--- config.mk ---
export PLATFORM = sky130hd
export DESIGN_NAME = adc_offset_calibration_flat
export DESIGN_NICKNAME = d
export VERILOG_FILES = /design/src/hw/rtl/aoc_pkg.sv /design/src/hw/rtl/aoc_pix_if.sv /design/src/hw/rtl/aoc_res_if.sv /design/src/hw/rtl/aoc_cfg_if.sv /design/src/hw/rtl/aoc_alu.sv /design/src/hw/rtl/adc_offset_calibration.sv /design/src/flat_wrapper.sv
export SDC_FILE = /design/constraint.sdc
export NUM_CORES = 1
export LEC_CHECK = 0
export ABC_AREA = 1
export BUFFER_PORTS_ARGS = -buffer_cell sky130_fd_sc_hd__buf_2
export CORE_MARGIN = 4
export CORE_UTILIZATION = 45
export CTS_BUF_LIST = sky130_fd_sc_hd__clkbuf_4
export DETAILED_ROUTE_END_ITERATION = 8
export HOLD_SLACK_MARGIN = 0.06
export PLACE_DENSITY = 0.61
export REMOVE_ABC_BUFFERS = 1
export SYNTH_ARGS = -nofsm -noshare
export SYNTH_HDL_FRONTEND = slang
export SYNTH_HIERARCHICAL = 1
export SYNTH_SLANG_ARGS = --single-unit
--- constraint.sdc ---
create_clock -name clk -period 13.05 [get_ports clk]
set_clock_uncertainty 0.15 [all_clocks]
set_input_delay 1.305 -clock clk [delete_from_list [all_inputs] [get_ports clk]]
set_output_delay 1.305 -clock clk [all_outputs]
set_load 0.1 [all_outputs]
--- src/hw/rtl/aoc_pkg.sv ---
package aoc_pkg;

  localparam int ADC_CHANNELS = 16;
  localparam int CH_W         = 4;
  localparam int PIX_W        = 12;
  localparam int OFF_W        = 11;
  localparam int OFFSET_LIMIT = 1023;

  typedef logic [PIX_W-1:0]        pix_t;
  typedef logic [CH_W-1:0]         ch_t;
  typedef logic signed [OFF_W-1:0] off_t;

  localparam pix_t MIN_RESET    = '1;
  localparam pix_t TARGET_RESET = PIX_W'(30);
  localparam ch_t  LAST_CH      = CH_W'(ADC_CHANNELS - 1);

  typedef enum logic [1:0] {
    ST_IDLE,
    ST_CALC,
    ST_OUT
  } state_t;

  typedef struct packed {
    logic lt;
    off_t offset;
  } alu_res_t;

endpackage

--- src/hw/rtl/aoc_pix_if.sv ---
interface aoc_pix_if;
  logic          valid;
  logic          ready;
  aoc_pkg::pix_t pixel;
  logic          row_end;

  modport source (output valid, output pixel, output row_end, input ready);
  modport sink (input valid, input pixel, input row_end, output ready);
endinterface

--- src/hw/rtl/aoc_res_if.sv ---
interface aoc_res_if;
  logic          valid;
  logic          ready;
  aoc_pkg::ch_t  channel;
  aoc_pkg::off_t offset;
  logic          final_res;

  modport source (output valid, output channel, output offset, output final_res,
                  input ready);
  modport sink (input valid, input channel, input offset, input final_res,
                output ready);
endinterface

--- src/hw/rtl/aoc_cfg_if.sv ---
interface aoc_cfg_if;
  logic          valid;
  logic          ready;
  aoc_pkg::pix_t black_target;

  modport source (output valid, output black_target, input ready);
  modport sink (input valid, input black_target, output ready);
endinterface

--- src/hw/rtl/aoc_alu.sv ---
module aoc_alu (
  input  aoc_pkg::pix_t     a,
  input  aoc_pkg::pix_t     b,
  output aoc_pkg::alu_res_t res
);

  localparam logic signed [aoc_pkg::PIX_W:0] LIM_HI =
    (aoc_pkg::PIX_W+1)'(aoc_pkg::OFFSET_LIMIT);
  localparam logic signed [aoc_pkg::PIX_W:0] LIM_LO =
    (aoc_pkg::PIX_W+1)'(-aoc_pkg::OFFSET_LIMIT);

  logic signed [aoc_pkg::PIX_W:0] diff;
  logic signed [aoc_pkg::PIX_W:0] rnd;
  logic signed [aoc_pkg::PIX_W:0] quo;

  always_comb begin
    diff = $signed({1'b0, a}) - $signed({1'b0, b});
    // bias negatives by one so the shift truncates toward zero
    rnd  = diff + $signed({{aoc_pkg::PIX_W{1'b0}}, diff[aoc_pkg::PIX_W]});
    quo  = rnd >>> 1;
    res.lt = diff[aoc_pkg::PIX_W];
    if (quo > LIM_HI) begin
      res.offset = aoc_pkg::off_t'(aoc_pkg::OFFSET_LIMIT);
    end else if (quo < LIM_LO) begin
      res.offset = aoc_pkg::off_t'(-aoc_pkg::OFFSET_LIMIT);
    end else begin
      res.offset = quo[aoc_pkg::OFF_W-1:0];
    end
  end

endmodule

--- src/hw/rtl/adc_offset_calibration.sv ---
// channel  dir   beat                               handshake
// in_if    sink  pixel[11:0], row_end               valid/ready
// out_if   src   channel[3:0], offset[10:0] signed, final_res  valid/ready
// cfg_if   sink  black_target[11:0]                 valid/ready, always ready
//
// Pixels go in back to back; ready is high whenever no row is being reported.
// A row-end pixel starts 16 results, each through ST_CALC then ST_OUT, where
// it waits out output stalls; all come from one shared subtract/shift/clamp unit.
// Reset (rst_n, synchronous): minima read as 4095, column 0, target 30.
// Input is held off while results drain; the output register holds on stall.
module adc_offset_calibration (
  input logic            clk,
  input logic            rst_n,
  aoc_pix_if.sink        in_if,
  aoc_res_if.source      out_if,
  aoc_cfg_if.sink        cfg_if
);

  aoc_pkg::state_t   state_r;
  aoc_pkg::state_t   state_nxt;
  aoc_pkg::pix_t     target_r;
  aoc_pkg::ch_t      col_r;
  aoc_pkg::ch_t      idx_r;
  aoc_pkg::pix_t     min_r [aoc_pkg::ADC_CHANNELS];
  logic [aoc_pkg::ADC_CHANNELS-1:0] vld_r;
  aoc_pkg::ch_t      out_ch_r;
  aoc_pkg::off_t     out_off_r;
  logic              out_fin_r;

  aoc_pkg::ch_t      rd_addr;
  aoc_pkg::pix_t     rd_min;
  aoc_pkg::pix_t     alu_a;
  aoc_pkg::alu_res_t alu_res;
  logic              in_acc;
  logic              out_acc;

  assign in_acc  = in_if.valid && in_if.ready;
  assign out_acc = out_if.valid && out_if.ready;

  always_comb begin
    rd_addr = (state_r == aoc_pkg::ST_IDLE) ? col_r : idx_r;
    rd_min  = vld_r[rd_addr] ? min_r[rd_addr] : aoc_pkg::MIN_RESET;
    alu_a   = (state_r == aoc_pkg::ST_IDLE) ? in_if.pixel : target_r;
  end

  aoc_alu u_alu (
    .a   (alu_a),
    .b   (rd_min),
    .res (alu_res)
  );

  always_comb begin
    state_nxt = state_r;
    unique case (state_r)
      aoc_pkg::ST_IDLE: begin
        if (in_acc && in_if.row_end) state_nxt = aoc_pkg::ST_CALC;
      end
      aoc_pkg::ST_CALC: begin
        state_nxt = aoc_pkg::ST_OUT;
      end
      aoc_pkg::ST_OUT: begin
        if (out_acc) state_nxt = out_fin_r ? aoc_pkg::ST_IDLE : aoc_pkg::ST_CALC;
      end
      default: state_nxt = aoc_pkg::ST_IDLE;
    endcase
  end

  always_comb begin
    in_if.ready  = (state_r == aoc_pkg::ST_IDLE);
    out_if.valid = (state_r == aoc_pkg::ST_OUT);
  end

  assign cfg_if.ready     = 1'b1;
  assign out_if.channel   = out_ch_r;
  assign out_if.offset    = out_off_r;
  assign out_if.final_res = out_fin_r;

  always_ff @(posedge clk) begin
    if (!rst_n) begin
      state_r  <= aoc_pkg::ST_IDLE;
      target_r <= aoc_pkg::TARGET_RESET;
      col_r    <= '0;
      idx_r    <= '0;
      vld_r    <= '0;
    end else begin
      state_r <= state_nxt;
      if (cfg_if.valid) begin
        target_r <= cfg_if.black_target;
      end
      if (in_acc) begin
        col_r <= (col_r == aoc_pkg::LAST_CH) ? '0 : col_r + 1'b1;
        if (alu_res.lt) begin
          vld_r[col_r] <= 1'b1;
        end
      end
      if ((state_r == aoc_pkg::ST_OUT) && out_acc) begin
        if (out_fin_r) begin
          idx_r <= '0;
          col_r <= '0;
          vld_r <= '0;
        end else begin
          idx_r <= idx_r + 1'b1;
        end
      end
    end
  end

  always_ff @(posedge clk) begin
    if (in_acc && alu_res.lt) begin
      min_r[col_r] <= in_if.pixel;
    end
    if (state_r == aoc_pkg::ST_CALC) begin
      out_ch_r  <= idx_r;
      out_off_r <= alu_res.offset;
      out_fin_r <= (idx_r == aoc_pkg::LAST_CH);
    end
  end

`ifndef SYNTHESIS
  a_no_overlap: assert property (@(posedge clk) disable iff (!rst_n)
    in_if.ready |-> !out_if.valid)
    else $error("input ready while results pending");

  a_final_last: assert property (@(posedge clk) disable iff (!rst_n)
    (out_if.valid && out_if.final_res) |-> (out_if.channel == aoc_pkg::LAST_CH))
    else $error("final result on wrong channel");

  a_row_clear: assert property (@(posedge clk) disable iff (!rst_n)
    (out_if.valid && out_if.ready && out_if.final_res) |=>
      (col_r == '0 && vld_r == '0 && idx_r == '0))
    else $error("row state not cleared");

  a_offset_range: assert property (@(posedge clk) disable iff (!rst_n)
    out_if.valid |-> (out_if.offset != aoc_pkg::off_t'(-aoc_pkg::OFFSET_LIMIT - 1)))
    else $error("offset outside clamp range");
`endif

endmodule

--- src/flat_wrapper.sv ---
// flat-port wrapper written by rule: the top's interface ports become plain ports
module adc_offset_calibration_flat 
  (clk, rst_n, in_if_valid, in_if_pixel, in_if_row_end, in_if_ready, out_if_valid, out_if_channel, out_if_offset, out_if_final_res, out_if_ready, cfg_if_valid, cfg_if_black_target, cfg_if_ready);
  aoc_pix_if in_if_i ();
  aoc_res_if out_if_i ();
  aoc_cfg_if cfg_if_i ();
  input logic clk;
  input logic rst_n;
  input wire logic [$bits(in_if_i.valid)-1:0] in_if_valid;
  input wire logic [$bits(in_if_i.pixel)-1:0] in_if_pixel;
  input wire logic [$bits(in_if_i.row_end)-1:0] in_if_row_end;
  output wire logic [$bits(in_if_i.ready)-1:0] in_if_ready;
  output wire logic [$bits(out_if_i.valid)-1:0] out_if_valid;
  output wire logic [$bits(out_if_i.channel)-1:0] out_if_channel;
  output wire logic [$bits(out_if_i.offset)-1:0] out_if_offset;
  output wire logic [$bits(out_if_i.final_res)-1:0] out_if_final_res;
  input wire logic [$bits(out_if_i.ready)-1:0] out_if_ready;
  input wire logic [$bits(cfg_if_i.valid)-1:0] cfg_if_valid;
  input wire logic [$bits(cfg_if_i.black_target)-1:0] cfg_if_black_target;
  output wire logic [$bits(cfg_if_i.ready)-1:0] cfg_if_ready;
  assign in_if_i.valid = in_if_valid;
  assign in_if_i.pixel = in_if_pixel;
  assign in_if_i.row_end = in_if_row_end;
  assign in_if_ready = in_if_i.ready;
  assign out_if_valid = out_if_i.valid;
  assign out_if_channel = out_if_i.channel;
  assign out_if_offset = out_if_i.offset;
  assign out_if_final_res = out_if_i.final_res;
  assign out_if_i.ready = out_if_ready;
  assign cfg_if_i.valid = cfg_if_valid;
  assign cfg_if_i.black_target = cfg_if_black_target;
  assign cfg_if_ready = cfg_if_i.ready;
  adc_offset_calibration u_core (.clk(clk), .rst_n(rst_n), .in_if(in_if_i), .out_if(out_if_i), .cfg_if(cfg_if_i));
endmodule
# Word-level counts from Yosys, hierarchy flattened
# Memory sizes are Yosys's and may differ from the RTL's.
# Cells that the tools add are included.
# classes
addsub	4
n_lt_le_gt_ge	5
n_eq_ne	6
n_mux	23
bitwise	1
reduce_logical	9
# ops
operator	n
two-way mux 16 bit	4
two-way mux 12 bit	2
two-way mux 4 bit	6
bitwise OR 16 bit	1
adder 13 x 2 -> 13 bit	1
subtractor 12 x 12 -> 13 bit	1
> comparator 12 x 11 -> 1 bit, second input constant	1
< comparator 12 x 11 -> 1 bit, second input constant	1
two-way mux 11 bit	1
< comparator 4 x 5 -> 1 bit, second input constant	2
adder 4 x 1 -> 4 bit, second input constant	2
== test 4 bit, second input constant	2
logical AND 1 bit	6
case mux 2 bit (3 select lines)	1
two-way mux 1 bit	5
binary-select mux 1 bit (select 4 bit)	1
demux 1 bit (select 4 bit)	1
>= comparator 4 x 1 -> 1 bit, second input constant	1
two-way mux 2 bit	2
!= test 2 bit, second input constant	2
== test 2 x 1 -> 1 bit, second input constant	1
== test 2 bit, second input constant	1
zero test 2 bit	1
AND reduction 2 bit	1
OR reduction 2 bit	1
# word_totals
ff_bits	54
ram_bits	192
input_bits	30
output_inout_bits	19
word_cells	58
memories	1
# memory_table
name	depth	word_bits	read_ports	rd_clocked_by_memory_dff	wr	line_no	source
u_core.min_r	16	12	1	0	1	adc_offset_calibration.sv:24	aoc_pkg::pix_t min_r [aoc_pkg::ADC_CHANNELS];

# Depth between registers and ports, before layout
# logic_depth
word_depth	10
ltp_mapped	39
mapped_depth_nobuf	37

# Modules after synthesis
# Netlist, hierarchy kept.
# by_module_without_submodules
mod	instances	cells_per_inst	area_per_inst_um2	seq_area_each_um2
adc_offset_calibration	1	1136	10817.9	7006.7
aoc_alu	1	251	1224.9	0.0

# Least setup slack after synthesis
# Ideal clock, no wire load.
# synth_timing
kind	register to register
start	register u_core.state_r[0]
end	register u_core.out_off_r[0], in the netlist u_core/out_if.offset[0], data pin
t_arrival_ns	4.283
required_time_ns	12.635
path_slack_ns	8.353
stages_incl_launch_ff	27
synth_period_minus_slack_ns	4.697
cell_sequence	dfxtp_1 -> nor2_4 -> buf_4 -> clkbuf_1 -> nand2_1 -> nand2_1 -> ha_1 -> nand2_1 -> nand2_1 -> nand2_1 -> nand2_1 -> nand2_1 -> nand2_1 -> nor3_1 -> ha_1 -> inv_1 -> nor2_2 -> nand3_1 -> nor2_1 -> nand3_2 -> nor2_2 -> nand3_2 -> nor2_2 -> xor2_2 -> nand2b_1 -> buf_4 -> nand3_1
# synth_between
word_cells_on_any_way	12
# synth_rtl
item	line_no	source
from (decl)	adc_offset_calibration.sv:19	aoc_pkg::state_t state_r;
from (signal assigned)	adc_offset_calibration.sv:80	state_r <= aoc_pkg::ST_IDLE;
from (signal assigned)	adc_offset_calibration.sv:86	state_r <= state_nxt;
zero test 2 bit (*)	n/a	
via in_if_ready	flat_wrapper.sv:12	output wire logic [$bits(in_if_i.ready)-1:0] in_if_ready;
two-way mux 12 bit (*)	adc_offset_calibration.sv:43	alu_a = (state_r == aoc_pkg::ST_IDLE) ? in_if.pixel : target_r;
via u_core.alu_a[5]	adc_offset_calibration.sv:32	aoc_pkg::pix_t alu_a;
subtractor 12 x 12 -> 13 bit (*)	aoc_alu.sv:17	diff = $signed({1'b0, a}) - $signed({1'b0, b});
adder 13 x 2 -> 13 bit (*)	aoc_alu.sv:19	rnd = diff + $signed({{aoc_pkg::PIX_W{1'b0}}, diff[aoc_pkg::PIX_W]});
> comparator 12 x 11 -> 1 bit or < comparator 12 x 11 -> 1 bit (tied branches)	aoc_alu.sv:22, aoc_alu.sv:24	
OR reduction 2 bit (no line)	n/a	
to (signal assigned)	adc_offset_calibration.sv:114	out_off_r <= alu_res.offset;
to (decl)	adc_offset_calibration.sv:27	aoc_pkg::off_t out_off_r;
# Mark *: on every way through the listed nets, which the timed path passes. The rest lies on a longest branch. The select of a mux whose other input is x is not followed.
# A chain may end at the register's enable or synchronous reset.

# Final worst setup path
# layout_timing
start	register u_core.state_r[0]
end	register u_core.out_off_r[0], in the netlist u_core/out_if.offset[0], data pin
# layout_between
elab_chain_len	9
word_cells_on_any_way	12
# layout_rtl
item	line_no	source
zero test 2 bit (*)	adc_offset_calibration.sv:41	rd_addr = (state_r == aoc_pkg::ST_IDLE) ? col_r : idx_r;
two-way mux 4 bit (*)	adc_offset_calibration.sv:41	
binary-select mux 1 bit (select 4 bit)	adc_offset_calibration.sv:42	rd_min = vld_r[rd_addr] ? min_r[rd_addr] : aoc_pkg::MIN_RESET;
two-way mux 1 bit (not written as such)	adc_offset_calibration.sv:42	
two-way mux 12 bit (*)	adc_offset_calibration.sv:42	
via u_core.rd_min[2]	adc_offset_calibration.sv:31	aoc_pkg::pix_t rd_min;
subtractor 12 x 12 -> 13 bit (*)	aoc_alu.sv:17	
adder 13 x 2 -> 13 bit (*)	aoc_alu.sv:19	
> comparator 12 x 11 -> 1 bit or < comparator 12 x 11 -> 1 bit (tied branches)	aoc_alu.sv:22, aoc_alu.sv:24	
OR reduction 2 bit (no line)	n/a	
# Marks and branches as above.

==> metrics.yaml <==
status:
  status: "finished clean"
final_layout:
  layout-drive-gt1-share_pct: 14.0
  fin_util_pct: 51.3
  multi_input_area_um2: 3730
  nNetsFinal: 1526
  ff_latch_area_um2: 7010
  final_cell_mix: "nand2_1, inv_1, edfxtp_1"
  syn2layout_area_growth_pct: 11.6
  final_common_cell: "nand2_1"
  fillers: 2470
global_routing:
  antenna_found_initial: 1
  grt_overflow_total: 0
  grt_pass1_wl_mm: 46.5
  grt_pass1_vias: 8977
  track_usage_pct: 20.3
  grt_max_degree: 101
clocking:
  ctsResizeCount: 0
  clock_sinks: 246
  ctsHoldBuffers: 0
  cts-buffers-inserted: 68
  clk_latency_ps: 660
  cts_tree: "yes"
  path_clk_slew_ps: 60
  cts_setup_buffers: 0
  clock_path_buffers: 3
  cts_htree_levels: 3
  cts-root-buf: "clkbuf_4"
route:
  drcViolationCount: 0
  first_iter_violations: 524
  routed_wl_mm: 29.1
  met1_length_mm: 12.8
  top_layer: "met4"
  antenna_left: 0
  wl_met3_mm: 1.76
  routed-wl-met2_mm: 13.7
  wire_per_inst_um: 15.6
  drt-pass1-iter-count: 5
  viasPerCell: 4.95
  via_count: 9200
power_and_ir_drop:
  ir_worst_vdd_mv: 0.0824
  pwr_density_cell_nw_per_um2: 148
  p_leak_nw: 6.33
timing:
  hold_viol_final: 0
  slew_violations: 0
  fmax_ghz: 0.149
  post-route-min-period_ps: 6700
  finalCritPeriodShare_pct: 51.3
  worst_slack_ps: 6350
  setup_tns_ps: 0
  tightest_slew_ps: 1190
  whs_ps: 317
  setup-violations-final: 0
  rsz0062_at_grt: "no"
  max_slew_margin_pct: 20.4
worst_setup_path:
  crit_path_start: "u_core/state_r[0]"
  r2r_start: "u_core/state_r[0]"
  critPathSlowestCell: "nand2_4"
  cpPeakStageDelay_ps: 970
  startpoint_type: "flop"
  rr_worst_depth: 29
  end_kind: "flop"
  crit_end: "u_core/out_if.offset[0]"
  critPathRequiredTime_ps: 13290
  arrival_ps: 6930
  rrSetupSlack_ps: 6350
  crit_fanout: 100
  path_common_cell: "nand2_1"
  r2r-end: "u_core/out_if.offset[0]"
  worstSetupPathType: "flop to flop"
placement:
  port_buffers: 47
  post-place-ws_ps: 6460
  gp_congestion: 0.881
  hpwl_mm: 17.9
synth:
  yosys-top-cells-area: "edfxtp_1, nand2_1, inv_1"
  ys_warn_count: 6
  syn_area_um2: 12000
  syn_area_per_cell_um2: 8.68
  syn_inst: 1387
  seq_area_frac_synth_pct: 58.2
  synth_top_area_cell: "edfxtp_1"
  ys_types: 35
  yosysTopAreaCellShare_pct: 51.9
  ys_ff_latch: 246
die:
  core-area_um2: 26200
  dieArea_um2: 29400
  die_y_um: 172
  io_pins: 49
  die_w_um: 172
  start_util_pct: 46.0
  rows: 59
job:
  maxCapViolations: 0
hold_path:
  hold_path.class: "flop to flop"
  hold_start: "u_core/idx_r[2]"
[metal layers]
metal	GRT usage, %	up-vias
met1	26.4	4310
met3	4.53	70
met5	0	-
met2	33.4	231
li1	-	4589
met4	7.82	0
[report_power, final]
part | internal [mW] | total (mW) | switching [mW]
logic | 0.118 | 0.422 | 0.304
registers | 0.877 | 0.883 | 0.00593
clock network | 0.370 | 0.678 | 0.308
[synthesized netlist by cell type (all sizes together)]
library cell and number:
nand2b 1, nor2 91, nor4 1, clkbuf 11
a31oi 1, nand3 206, edfxtp 208, xor2 6
conb 1, fa 1, nand4 4, xnor2 1
o22ai 1, o21ai 19, nor3 8, dfxtp 38
inv 278, a21boi 2, buf 37, nand2 441
ha 18, a211oi 1, a21oi 12
[state kept, by name, indices dropped and copies added, names as in the netlist, 2 cells and up]
register / count
u_core/min_r: 192
u_core/vld_r: 16
u_core/target_r: 12
u_core/out_if.offset: 11
u_core/col_r: 4
u_core/idx_r: 4
u_core/out_if.channel: 4
u_core/state_r: 2
[layout make-up]
type | count | share of cell area (%)
antenna | 1 | 0.0186
clock buffer | 107 | 5.98
clock inverter | 10 | 0.316
inverter | 278 | 7.76
multi-input combinational | 815 | 27.8
sequential | 246 | 52.1
tap | 335 | 3.12
timing repair buffer | 68 | 2.92
[worst min-delay path by stage]
stage	to	slack, ps	depth (start not counted)
after floorplan	u_core/target_r[1]	280	2
after detailed placement	u_core/out_if.channel[2]	310	0
after CTS	u_core/out_if.channel[2]	320	0
after global placement	u_core/out_if.channel[2]	300	0
after global routing	u_core/out_if.channel[2]	340	0
final	u_core/out_if.channel[2]	320	0
[worst max-delay path, delay by kind of cell (launching register included)]
kind	cells	cell delay, ps
AND/OR/NAND/NOR	22	4580
adder cells (fa/ha/maj)	2	530
buffers and inverters	3	420
flip-flops	1	340
XOR/XNOR	1	210
AO/OA/AOI/OAI	1	110
[metrics by stage]
step	power (mW)	std cells	cell area, um2
finish	1.98	1860	13400
global route	2.12	1860	13400
CTS	2.01	1859	13400
detailed placement	1.32	1742	12600
global placement	1.32	1742	12600
floorplan	1.21	1339	11700
[logic make-up (layout without fill, tap and decap cells)]
family / after synthesis / count (layout) / synth area share [%]
AO/OA/AOI/OAI: 36 / 36 / 1.70
buffers and inverters: 326 / 463 / 11.2
flip-flops: 246 / 246 / 58.2
AND/OR/NAND/NOR: 752 / 752 / 26.3
adder cells (fa/ha/maj): 19 / 19 / 2.04
XOR/XNOR: 7 / 7 / 0.571
other: 1 / 2 / 0.0311
Power figures use the tool's default switching activity.
